--- src/rtl/sov_pkg.sv ---
// Shared types, constants and the FNV-1a step for the sort output verifier.
`default_nettype none

package sov_pkg;

    localparam int KEY_MAX       = 64;
    localparam int COUNT_BITS    = 48;
    localparam int IDX_BITS      = 40;
    localparam int KEY_ADDR_BITS = $clog2(KEY_MAX);

    localparam logic [63:0]           FNV_BASIS = 64'hcbf29ce484222325;
    localparam logic [COUNT_BITS-1:0] COUNT_MAX = '1;
    localparam logic [IDX_BITS-1:0]   IDX_MAX   = '1;

    localparam logic [15:0] RECORD_BYTES_RESET = 16'd100;
    localparam logic [6:0]  KEY_BYTES_RESET    = 7'd10;
    localparam logic [15:0] KEY_MAX_16         = 16'(KEY_MAX);

    localparam logic CFG_RECORD_BYTES = 1'b0;
    localparam logic CFG_KEY_BYTES    = 1'b1;

    typedef enum logic [1:0] {
        FUNC_SRC    = 2'd0,
        FUNC_DST    = 2'd1,
        FUNC_FINISH = 2'd2
    } t_func;

    typedef enum logic [1:0] {
        CMP_EQUAL   = 2'd0,
        CMP_LESS    = 2'd1,
        CMP_GREATER = 2'd2
    } t_cmp;

    // Per-stream position status handed from a stream lane to the top level.
    typedef struct packed {
        logic [15:0] position;
        logic [15:0] next_position;
        logic        rec_end;
    } t_lane_stat;

    // One FNV-1a step. The prime 2^40 + 0x1b3 is applied as shifts and adds.
    function automatic logic [63:0] fnv_step(input logic [63:0] h, input logic [7:0] b);
        logic [63:0] x;
        x = h ^ {56'd0, b};
        return (x << 40) + (x << 8) + (x << 7) + (x << 5) + (x << 4) + (x << 1) + x;
    endfunction

endpackage

`default_nettype wire

--- src/rtl/sov_in_if.sv ---
// Input channel of the sort output verifier: one stream byte or a finish request.
`default_nettype none

interface sov_in_if;
    logic       valid;
    logic       ready;
    logic [1:0] func;
    logic [7:0] data_byte;

    modport source (output valid, output func, output data_byte, input ready);
    modport sink   (input valid, input func, input data_byte, output ready);
endinterface

`default_nettype wire

--- src/rtl/sov_out_if.sv ---
// Result channel of the sort output verifier: one report per finish request.
`default_nettype none

interface sov_out_if;
    logic        valid;
    logic        ready;
    logic        sizes_equal;
    logic        aligned;
    logic        sorted_ok;
    logic [39:0] first_violation;
    logic [39:0] record_count;
    logic [63:0] source_sum;
    logic [63:0] sorted_sum;
    logic        sums_match;

    modport source (output valid, output sizes_equal, output aligned, output sorted_ok,
                    output first_violation, output record_count, output source_sum,
                    output sorted_sum, output sums_match, input ready);
    modport sink   (input valid, input sizes_equal, input aligned, input sorted_ok,
                    input first_violation, input record_count, input source_sum,
                    input sorted_sum, input sums_match, output ready);
endinterface

`default_nettype wire

--- src/rtl/sov_stream.sv ---
// One stream lane: record position, running record hash, hash sum and byte count.
`default_nettype none

module sov_stream import sov_pkg::*; (
    input  wire logic                  i_clk,
    input  wire logic                  i_rst_n,
    input  wire logic                  i_byte_en,
    input  wire logic                  i_clear,
    input  wire logic [7:0]            i_byte,
    input  wire logic [15:0]           i_rec_len,
    output t_lane_stat                 o_stat,
    output logic      [63:0]           o_hash_sum,
    output logic      [COUNT_BITS-1:0] o_byte_count
);

    logic [15:0]           r_position, n_position;
    logic [63:0]           r_hash, n_hash;
    logic [63:0]           r_hash_sum, n_hash_sum;
    logic [COUNT_BITS-1:0] r_byte_count, n_byte_count;
    logic [63:0]           w_hash_byte;
    logic                  w_rec_end;

    assign w_hash_byte = fnv_step(r_hash, i_byte);
    assign w_rec_end   = ({1'b0, r_position} + 17'd1) >= {1'b0, i_rec_len};

    always_comb begin
        n_position   = r_position;
        n_hash       = r_hash;
        n_hash_sum   = r_hash_sum;
        n_byte_count = r_byte_count;
        if (i_clear) begin
            n_position   = '0;
            n_hash       = FNV_BASIS;
            n_hash_sum   = '0;
            n_byte_count = '0;
        end else if (i_byte_en) begin
            if (r_byte_count != COUNT_MAX) begin
                n_byte_count = r_byte_count + 1'b1;
            end
            if (w_rec_end) begin
                n_hash_sum = r_hash_sum + w_hash_byte;
                n_hash     = FNV_BASIS;
                n_position = '0;
            end else begin
                n_hash     = w_hash_byte;
                n_position = r_position + 16'd1;
            end
        end
    end

    always_ff @(posedge i_clk) begin
        if (!i_rst_n) begin
            r_position   <= '0;
            r_hash       <= FNV_BASIS;
            r_hash_sum   <= '0;
            r_byte_count <= '0;
        end else begin
            r_position   <= n_position;
            r_hash       <= n_hash;
            r_hash_sum   <= n_hash_sum;
            r_byte_count <= n_byte_count;
        end
    end

    assign o_stat.position      = r_position;
    assign o_stat.next_position = n_position;
    assign o_stat.rec_end       = w_rec_end;
    assign o_hash_sum           = r_hash_sum;
    assign o_byte_count         = r_byte_count;

endmodule

`default_nettype wire

--- src/rtl/sort_output_verifier.sv ---
// Sort output verifier top level: request staging, key order check and report register.
//
// Requests arrive on i_in, one byte of the source stream (func 0), one byte of the
// sorted stream (func 1) or a finish request (func 2); func 3 is dropped. Both streams
// are hashed record by record with FNV-1a 64 and the record hashes are summed. On the
// sorted stream the leading key bytes of each record are checked against the previous
// record. A finish request produces one report on o_out and then clears the hash and order-check state.
// Record and key lengths are written on the cfg port; the user must do so only while
// no request is in flight, as the block does not enforce it. Throughput is one request
// per cycle while no finish request waits on a stalled report: each request does one
// hash step on its stream and, for a sorted byte, one byte compare against the key
// memory, whose read for the next sorted byte is issued in advance. A finish report
// passes from the input register to the report register on its way to o_out. If the
// receiver stalls, the report holds, later bytes keep flowing, and a second finish
// request waits in the input register until the first report is taken. Synchronous
// reset clears all checking state and sets record_bytes to 100 and key_bytes to 10;
// the key memory needs no clearing since the first record of a run is never compared.
`default_nettype none

module sort_output_verifier import sov_pkg::*; (
    input  wire logic        i_clk,
    input  wire logic        i_rst_n,
    sov_in_if.sink           i_in,
    sov_out_if.source        o_out,
    input  wire logic        i_cfg_we,
    input  wire logic        i_cfg_index,
    input  wire logic [15:0] i_cfg_data
);

    logic [15:0] r_record_bytes;
    logic [6:0]  r_key_bytes;

    logic        r_in_valid;
    t_func       r_in_func;
    logic [7:0]  r_in_byte;

    logic        w_fire, w_src_en, w_dst_en, w_finish;
    logic [15:0] w_rec_len, w_key_cap, w_key_len;
    logic        w_in_key;
    logic [KEY_ADDR_BITS-1:0] w_wr_addr, w_rd_addr;

    t_lane_stat            w_src_stat, w_dst_stat;
    logic [63:0]           w_src_sum, w_dst_sum;
    logic [COUNT_BITS-1:0] w_src_count, w_dst_count;

    logic [7:0]  r_key_mem [KEY_MAX];
    logic [7:0]  r_key_rd;

    t_cmp                r_status, n_status;
    logic                r_violation_seen, n_violation_seen;
    logic [IDX_BITS-1:0] r_violation_index, n_violation_index;
    logic [IDX_BITS-1:0] r_record_index, n_record_index;

    logic                r_out_valid;

    // Configuration registers.
    always_ff @(posedge i_clk) begin
        if (!i_rst_n) begin
            r_record_bytes <= RECORD_BYTES_RESET;
            r_key_bytes    <= KEY_BYTES_RESET;
        end else if (i_cfg_we) begin
            case (i_cfg_index)
                CFG_RECORD_BYTES: r_record_bytes <= i_cfg_data;
                CFG_KEY_BYTES:    r_key_bytes    <= i_cfg_data[6:0];
                default:          r_record_bytes <= r_record_bytes;
            endcase
        end
    end

    assign w_rec_len = (r_record_bytes == 16'd0) ? 16'd1 : r_record_bytes;
    assign w_key_cap = ({9'd0, r_key_bytes} > KEY_MAX_16) ? KEY_MAX_16 : {9'd0, r_key_bytes};
    assign w_key_len = (w_key_cap > w_rec_len) ? w_rec_len : w_key_cap;

    // A finish request only moves on when the report register can take it.
    assign w_fire     = r_in_valid && (r_in_func != FUNC_FINISH || !r_out_valid || o_out.ready);
    assign i_in.ready = !r_in_valid || w_fire;

    always_ff @(posedge i_clk) begin
        if (!i_rst_n) begin
            r_in_valid <= 1'b0;
        end else if (i_in.ready) begin
            r_in_valid <= i_in.valid;
        end
    end

    always_ff @(posedge i_clk) begin
        if (i_in.valid && i_in.ready) begin
            r_in_func <= t_func'(i_in.func);
            r_in_byte <= i_in.data_byte;
        end
    end

    always_comb begin
        w_src_en = 1'b0;
        w_dst_en = 1'b0;
        w_finish = 1'b0;
        case (r_in_func)
            FUNC_SRC:    w_src_en = w_fire;
            FUNC_DST:    w_dst_en = w_fire;
            FUNC_FINISH: w_finish = w_fire;
            default:     w_finish = 1'b0;
        endcase
    end

    sov_stream u_src (
        .i_clk        (i_clk),
        .i_rst_n      (i_rst_n),
        .i_byte_en    (w_src_en),
        .i_clear      (w_finish),
        .i_byte       (r_in_byte),
        .i_rec_len    (w_rec_len),
        .o_stat       (w_src_stat),
        .o_hash_sum   (w_src_sum),
        .o_byte_count (w_src_count)
    );

    sov_stream u_dst (
        .i_clk        (i_clk),
        .i_rst_n      (i_rst_n),
        .i_byte_en    (w_dst_en),
        .i_clear      (w_finish),
        .i_byte       (r_in_byte),
        .i_rec_len    (w_rec_len),
        .o_stat       (w_dst_stat),
        .o_hash_sum   (w_dst_sum),
        .o_byte_count (w_dst_count)
    );

    // Key memory. The read for the next sorted byte is issued at the position the
    // lane will hold next; a write to that same entry is forwarded.
    assign w_in_key  = w_dst_stat.position < w_key_len;
    assign w_wr_addr = w_dst_stat.position[KEY_ADDR_BITS-1:0];
    assign w_rd_addr = w_dst_stat.next_position[KEY_ADDR_BITS-1:0];

    always_ff @(posedge i_clk) begin
        if (w_dst_en && w_in_key) begin
            r_key_mem[w_wr_addr] <= r_in_byte;
        end
    end

    always_ff @(posedge i_clk) begin
        if (w_dst_en && w_in_key && w_wr_addr == w_rd_addr) begin
            r_key_rd <= r_in_byte;
        end else begin
            r_key_rd <= r_key_mem[w_rd_addr];
        end
    end

    // Order check on the sorted stream.
    always_comb begin
        n_status          = r_status;
        n_violation_seen  = r_violation_seen;
        n_violation_index = r_violation_index;
        n_record_index    = r_record_index;
        if (w_finish) begin
            n_status          = CMP_EQUAL;
            n_violation_seen  = 1'b0;
            n_violation_index = '0;
            n_record_index    = '0;
        end else if (w_dst_en) begin
            if (w_in_key && r_record_index != '0 && r_status == CMP_EQUAL) begin
                if (r_in_byte < r_key_rd) begin
                    n_status = CMP_LESS;
                end else if (r_in_byte > r_key_rd) begin
                    n_status = CMP_GREATER;
                end
            end
            if (w_dst_stat.rec_end) begin
                if (n_status == CMP_LESS && !r_violation_seen) begin
                    n_violation_seen  = 1'b1;
                    n_violation_index = r_record_index;
                end
                n_status = CMP_EQUAL;
                if (r_record_index != IDX_MAX) begin
                    n_record_index = r_record_index + 1'b1;
                end
            end
        end
    end

    always_ff @(posedge i_clk) begin
        if (!i_rst_n) begin
            r_status          <= CMP_EQUAL;
            r_violation_seen  <= 1'b0;
            r_violation_index <= '0;
            r_record_index    <= '0;
        end else begin
            r_status          <= n_status;
            r_violation_seen  <= n_violation_seen;
            r_violation_index <= n_violation_index;
            r_record_index    <= n_record_index;
        end
    end

    // Report register.
    always_ff @(posedge i_clk) begin
        if (!i_rst_n) begin
            r_out_valid <= 1'b0;
        end else if (w_finish) begin
            r_out_valid <= 1'b1;
        end else if (o_out.ready) begin
            r_out_valid <= 1'b0;
        end
    end

    always_ff @(posedge i_clk) begin
        if (w_finish) begin
            o_out.sizes_equal     <= (w_src_count == w_dst_count);
            o_out.aligned         <= (w_src_stat.position == 16'd0)
                                     && (w_dst_stat.position == 16'd0);
            o_out.sorted_ok       <= !r_violation_seen;
            o_out.first_violation <= r_violation_index;
            o_out.record_count    <= r_record_index;
            o_out.source_sum      <= w_src_sum;
            o_out.sorted_sum      <= w_dst_sum;
            o_out.sums_match      <= (w_src_sum == w_dst_sum);
        end
    end

    assign o_out.valid = r_out_valid;

    // The first record is never compared, so a latched violation is never at index zero.
    a_violation_nonzero: assert property (@(posedge i_clk) disable iff (!i_rst_n)
        o_out.valid |-> (o_out.sorted_ok == (o_out.first_violation == '0)))
        else $error("report: sorted_ok disagrees with first_violation");

    a_violation_order: assert property (@(posedge i_clk) disable iff (!i_rst_n)
        r_violation_seen |-> (r_violation_index <= r_record_index))
        else $error("violation index beyond record count");

    a_finish_clears: assert property (@(posedge i_clk) disable iff (!i_rst_n)
        w_finish |=> (r_record_index == '0 && !r_violation_seen && r_status == CMP_EQUAL))
        else $error("finish request did not clear order state");

    a_finish_reports: assert property (@(posedge i_clk) disable iff (!i_rst_n)
        w_finish |=> r_out_valid)
        else $error("finish request produced no report");

endmodule

`default_nettype wire

--- src/flat_wrapper.sv ---
// flat-port wrapper written by rule: the top's interface ports become plain ports
module sort_output_verifier_flat import sov_pkg::*;
  (i_clk, i_rst_n, i_cfg_we, i_cfg_index, i_cfg_data, i_in_valid, i_in_func, i_in_data_byte, i_in_ready, o_out_valid, o_out_sizes_equal, o_out_aligned, o_out_sorted_ok, o_out_first_violation, o_out_record_count, o_out_source_sum, o_out_sorted_sum, o_out_sums_match, o_out_ready);
  sov_in_if i_in_i ();
  sov_out_if o_out_i ();
  input  wire logic i_clk;
  input  wire logic i_rst_n;
  input  wire logic i_cfg_we;
  input  wire logic i_cfg_index;
  input  wire logic [15:0] i_cfg_data;
  input wire logic [$bits(i_in_i.valid)-1:0] i_in_valid;
  input wire logic [$bits(i_in_i.func)-1:0] i_in_func;
  input wire logic [$bits(i_in_i.data_byte)-1:0] i_in_data_byte;
  output wire logic [$bits(i_in_i.ready)-1:0] i_in_ready;
  output wire logic [$bits(o_out_i.valid)-1:0] o_out_valid;
  output wire logic [$bits(o_out_i.sizes_equal)-1:0] o_out_sizes_equal;
  output wire logic [$bits(o_out_i.aligned)-1:0] o_out_aligned;
  output wire logic [$bits(o_out_i.sorted_ok)-1:0] o_out_sorted_ok;
  output wire logic [$bits(o_out_i.first_violation)-1:0] o_out_first_violation;
  output wire logic [$bits(o_out_i.record_count)-1:0] o_out_record_count;
  output wire logic [$bits(o_out_i.source_sum)-1:0] o_out_source_sum;
  output wire logic [$bits(o_out_i.sorted_sum)-1:0] o_out_sorted_sum;
  output wire logic [$bits(o_out_i.sums_match)-1:0] o_out_sums_match;
  input wire logic [$bits(o_out_i.ready)-1:0] o_out_ready;
  assign i_in_i.valid = i_in_valid;
  assign i_in_i.func = i_in_func;
  assign i_in_i.data_byte = i_in_data_byte;
  assign i_in_ready = i_in_i.ready;
  assign o_out_valid = o_out_i.valid;
  assign o_out_sizes_equal = o_out_i.sizes_equal;
  assign o_out_aligned = o_out_i.aligned;
  assign o_out_sorted_ok = o_out_i.sorted_ok;
  assign o_out_first_violation = o_out_i.first_violation;
  assign o_out_record_count = o_out_i.record_count;
  assign o_out_source_sum = o_out_i.source_sum;
  assign o_out_sorted_sum = o_out_i.sorted_sum;
  assign o_out_sums_match = o_out_i.sums_match;
  assign o_out_i.ready = o_out_ready;
  sort_output_verifier u_core (.i_clk(i_clk), .i_rst_n(i_rst_n), .i_in(i_in_i), .o_out(o_out_i), .i_cfg_we(i_cfg_we), .i_cfg_index(i_cfg_index), .i_cfg_data(i_cfg_data));
endmodule
--- config.mk ---
export PLATFORM = sky130hd
export DESIGN_NAME = sort_output_verifier_flat
export DESIGN_NICKNAME = d
export VERILOG_FILES = /design/src/rtl/sov_pkg.sv /design/src/rtl/sov_in_if.sv /design/src/rtl/sov_out_if.sv /design/src/rtl/sov_stream.sv /design/src/rtl/sort_output_verifier.sv /design/src/flat_wrapper.sv
export SDC_FILE = /design/constraint.sdc
export NUM_CORES = 2
export LEC_CHECK = 0
export BUFFER_PORTS_ARGS = -buffer_cell sky130_fd_sc_hd__buf_2
export CELL_PAD_IN_SITES_DETAIL_PLACEMENT = 1
export CELL_PAD_IN_SITES_GLOBAL_PLACEMENT = 1
export CORE_MARGIN = 5
export CORE_UTILIZATION = 55
export DETAILED_ROUTE_END_ITERATION = 8
export PLACE_DENSITY_LB_ADDON = 0.1
export SLEW_MARGIN = 40
export SYNTH_ARGS = -nofsm -noshare
export SYNTH_HDL_FRONTEND = slang
export SYNTH_SLANG_ARGS = --single-unit
--- constraint.sdc ---
create_clock -name i_clk -period 15.9 [get_ports i_clk]
set_input_delay 1.59 -clock i_clk [delete_from_list [all_inputs] [get_ports i_clk]]
set_output_delay 1.59 -clock i_clk [all_outputs]
set_load 0.05 [all_outputs]
* Word level (Yosys, flattened, before mapping) *
Memory sizes are Yosys's and may differ from the RTL's. A register that Yosys moved wholly into a read port is not among the register bits.
Cells that the tools add are included.

cells by class
  order comparisons = 7
  $add $sub $neg = 21
  bitwise logic cells = 4
  mux-type cells = 22
  reduce and logical (&&, ||, !) cells = 29
  eq/ne operators = 9

operators by type and width
  cell                                            count
  adder 64 bit                                    14
  2-to-1 mux 64 bit                               2
  bitwise XOR 64 x 8 -> 64 bit                    2
  adder 48 x 1 -> 48 bit (second input constant)  2
  != test 48 bit (second input constant)          2
  == test 64 bit                                  1
  2-to-1 mux 16 bit                               4
  == test 48 bit                                  1
  logical NOT 16 bit                              3
  adder 40 x 1 -> 40 bit (second input constant)  1
  != test 40 bit (second input constant)          1
  nonzero test 40 bit                             1
  adder 16 x 1 -> 17 bit (second input constant)  2
  >= comparator 17 x 16 -> 1 bit                  2
  adder 16 x 1 -> 16 bit (second input constant)  2
  > comparator 16 bit                             1
  < comparator 16 bit                             1
  2-to-1 mux 2 bit                                6
  2-to-1 mux 6 bit                                2
  AND reduction 2 bit                             6
  > comparator 8 bit                              1
  < comparator 8 bit                              1
  > comparator 7 bit (second input constant)      1
  logical AND 1 bit                               7
  12 further kinds                                26

storage, ports and cells
  memories = 1
  word-level logic and storage cells = 120
  output and inout bits = 214
  RAM bits = 512
  input bits = 32
  register bits after elaboration = 714

memories
  name              depth  width  read ports  clocked after Yosys merged registers in  wr ports  RTL line                    text
  u_core.r_key_mem  64     8      1           1                                        1         sort_output_verifier.sv:46  logic [7:0] r_key_mem [KEY_MAX];

* Logic depth before layout (Yosys ltp) *
  depth in word-level cells = 13
  mapped depth = 38
  mapped depth without buffers = 36

* Modules after synthesis *
A second synthesis with hierarchy kept.

unflattened totals
  cells, all modules = 7169
  area, all modules = 77420.5 sq um

modules (own cells, without submodules)
  module                     seq. area each (sq um)  cells an instance  instances  area an instance (sq um)
  sort_output_verifier       24323.3                 1896               1          33502.1
  sov_stream (u_core.u_src)  3843.7                  2691               1          22143.7
  sov_stream (u_core.u_dst)  3843.7                  2582               1          21774.6

* Worst setup path before layout *
No wires, ideal clock.

  kind = input to register
  start point = in o_out_ready
  end point = reg u_core.u_src.r_byte_count[40], in the netlist u_core.u_src.o_byte_count[40]
  arrival time = 9.227 ns
  stages on the path = 8
  path slack = 6.546 ns
  path buffers = 4
  setup time = 0.128 ns
  required time = 15.772 ns
  cells stage by stage = nand2b_1 nor2b_1 clkbuf_1 nand2b_1 clkbuf_1 buf_1 clkbuf_1 nor2_1

on the way
  word-level cells in the longest chain between the ends = 4
  elaborated cells between the ends (all ways) = 6
  classes of those cells = mux (2); reduce/logical (4)

ends and longest elaborated chain
  element                         RTL line                    text
  start: declaration              flat_wrapper.sv:24          input wire logic [$bits(o_out_i.ready)-1:0] o_out_ready;
  logical OR 1 bit                sort_output_verifier.sv:75  assign w_fire = r_in_valid && (r_in_func != FUNC_FINISH || !r_out_valid || o_out.ready);
  logical AND 1 bit               sort_output_verifier.sv:75
  2-to-1 mux 1 bit                sort_output_verifier.sv:97  case (r_in_func)
  named net u_core.u_dst.i_clear  sov_stream.sv:8             input wire logic i_clear,
  OR reduction 2 bit (no line)    --
  end signal: assignment          sov_stream.sv:61            r_byte_count <= n_byte_count;
  end: declaration                sov_stream.sv:19            logic [COUNT_BITS-1:0] r_byte_count, n_byte_count;

The timed path passes the listed nets, and every way through them passes these cells.
A chain may end at the register's enable or synchronous reset.

* Worst setup path in the final report *
  start point = reg u_core.r_in_byte[5]
  end point = reg u_core.u_dst.r_hash_sum[63], in the netlist u_core.u_dst.o_hash_sum[63]

on the way
  word-level cells in the longest chain between the ends = 8

ends and longest elaborated chain
  element                           RTL line                    text
  start: declaration                sort_output_verifier.sv:35  logic [7:0] r_in_byte;
  start signal: assignment          sort_output_verifier.sv:89  r_in_byte <= i_in.data_byte;
  bitwise XOR 64 x 8 -> 64 bit (*)  sov_pkg.sv:44               x = h ^ {56'd0, b};
  adder 64 bit (5 in a row)         sov_pkg.sv:45               return (x << 40) + (x << 8) + (x << 7) + (x << 5) + (x << 4) + (x << 1) + x;
  adder 64 bit (*)                  sov_pkg.sv:45
  adder 64 bit (*)                  sov_stream.sv:41            n_hash_sum = r_hash_sum + w_hash_byte;
  end signal: assignment            sov_stream.sv:60            r_hash_sum <= n_hash_sum;
  end: declaration                  sov_stream.sv:18            logic [63:0] r_hash_sum, n_hash_sum;

Mark *: on every way between the ends. The rest lies on a longest branch, timed or not.

==> metrics <==
relative slew slack=about 40%; Clock transition at path regs=around 70 ps; setup repair bufs after CTS=0; status=finished, final reports clean; initial antenna violation count=10; largest net degree at the start of global routing=between 90 and 100; Core Box Area=137000 um^2; first-pass GRT wire length=roughly 370000 um; mapped cell area=76200 um^2; drt initial violations=around 4.7k; Final Skew=~56 ps; HP Class=reg2reg; Critical Path Max Stage Delay=slightly below 700 ps; Synth Area per Inst=10.8 um^2; Root Buffer=clkbuf_16; count leader, synth=inv_1; First-pass DRT Iterations=5; Post-Synthesis Cells=roughly 7k; RSZ-0062 raised after global routing=no; ys flop type=edfxtp_1; H-tree levels=4; initial core utilization=a little under three fifths; # IOs=~250; final setup TNS=0 ps; DIE WIDTH=382 um; post_cts resized=0; Total Die Area=between 100000 and 150000 um^2; Post-DP HPWL=~180000 um; final setup fails=0; CP top delay family=compound AO/OA/AOI/OAI gates; CP max stage cell=xor2_1; Final Cycle Share=between 60% and 70%; CP max FO=between 60 and 70; Synth area leaders=edfxtp_1, dfxtp_1, fa_1, ha_1, mux4_2; EDFF count, synth=734; worst slew pin tran=901 ps; crit path DAT=around 11000 ps; CTS tree=built; CP Data Required Time=around 17000 ps; die height=about 380 um; Max Freq=~96 MHz; worst path bufs/invs=3; cts hold-fix bufs=0; Worst-Skew Late Latency=800 ps; Max Root-Sink Buffers=3; Async SR Flop Fraction=0%; Post-synth top cells=inv_1, edfxtp_1, nand2_1; Final Critical Period=between 10000 and 15000 ps; Hold Fails Final Rpt=0; # DRC=0; wire per inst=approximately 26 um; Crit Path Category=reg2reg; Synth-to-Final Area Change=10.4%; Routed WL=between 200000 and 250000 um; CP startpoint kind=register; DRT antenna net count=0; row count=roughly 140; Synth area leader=edfxtp_1; number of distinct library cells after synthesis=86; top-area cell type share of the netlist area=just under 30%; share of cells above drive strength 1=around a tenth; Vias=56.1k; sequential area share after synthesis=between 40% and 50%; CTS Buf Count=137; routability congestion estimate=approximately 0.96; NumNets Final=roughly 8.2k; Total Routing Usage GR=between 30% and 40%; Yosys warnings=0; Slew Limit Fails=0; maxcap violations=0; number of global-route vias before repair=around 60k; crit path capture type=register; Seq cells post-synth=1232; gr ovfl total=0; TritonCTS Sinks=~1.2k; Vias/cell=just over 6; I/O Buffers=~250
[cells in the final DEF, fill, tap and decap left out, drive strengths merged, types with 168 or more instances in the layout]
cell,count
nand2,722
inv,829
xor2,315
ha,418
nor2,387
clkbuf,187
edfxtp,734
dfxtp,498
a21oi,525
nand3,188
mux4,168
a21o,216
xnor2,247
o21ai,196
buf,302
fa,482
[metal layers]
metal	part of all wire [%]	track usage [%]
met4	3.1	9.76
met1	42	45.1
met2	47	53.5
met5	0.011	0
met3	7.9	6.78
[worst register-to-register path, delay by kind of cell (launching register included)]
kind                       cells  cell delay, ps
AOI/OAI and AO/OA             17            4590
and+or+nand+nor                3             740
buffers and inverters          3            1120
DFF                            1             330
adders and majority gates      6            2470
xor gates and xnor gates       3            1030
[cells by family (layout without fill, tap and decap cells)]
family	count (synthesis)	count (layout)	synth area share, %
AO/OA/AOI/OAI	1274	1274	10.4
XOR/XNOR	562	562	6.46
adder cells (fa/ha/maj)	905	905	19.6
buffers and inverters	1103	1376	5.47
flip-flops	1232	1232	42.0
multiplexers	175	175	5.06
other	1	10	0.00492
AND/OR/NAND/NOR	1800	1800	11.0
[state kept, by name (all words and copies together), names as in the netlist, 40 cells and up, named ones only]
name / count
u_core.u_dst.r_hash: 64
u_core.r_violation_index: 40
u_core.o_out.first_violation: 40
u_core.u_src.o_byte_count: 48
u_core.r_record_index: 40
u_core.o_out.sorted_sum: 64
u_core.u_dst.o_hash_sum: 64
u_core.u_dst.o_byte_count: 48
u_core.o_out.record_count: 40
u_core.u_src.o_hash_sum: 64
u_core.r_key_mem: 512
u_core.u_src.r_hash: 64
u_core.o_out.source_sum: 64
[metrics by stage]
step | util [%] | cells | hold slack (ps) | instance area (um^2) | setup WS, ps
after floorplan | - | 7060 | 408 | 76200 | 6550
after global placement | 57.5 | 8871 | 412 | 79100 | 5880
after detailed placement | 57.6 | 8872 | 416 | 79200 | 5870
after CTS | 61.0 | 9123 | 415 | 83900 | 5780
after global routing | 61.2 | 9127 | 429 | 84100 | 4990
final | 61.2 | 9128 | 408 | 84100 | 5530
[worst paths after layout]
| kind | from | endpoint | slack (ps) | cells past startpoint |
|---|---|---|---|---|
| max | u_core.r_in_byte[5] | u_core.u_dst.o_hash_sum[63] | 5530 | 32 |
| min | u_core.r_violation_index[3] | u_core.o_out.first_violation[3] | 410 | 0 |
| min reg2reg | u_core.r_violation_index[3] | u_core.o_out.first_violation[3] | 410 | 0 |
| max reg2reg | u_core.r_in_byte[5] | u_core.u_dst.o_hash_sum[63] | 5530 | 32 |
[final cells by class]
type | count | area [um^2]
repair buffers | 302 | 1770
inverters | 823 | 3090
diodes | 1 | 2.50
fillers | 14500 | 53400
multi-input cells | 4725 | 40300
flip-flops and latches | 1232 | 32000
clock buffers | 187 | 3830
clock inverters | 64 | 897
well taps | 1794 | 2240
Power is not shown: default switching activity piles up to over one toggle a cycle in this logic, so the estimate is an artifact.
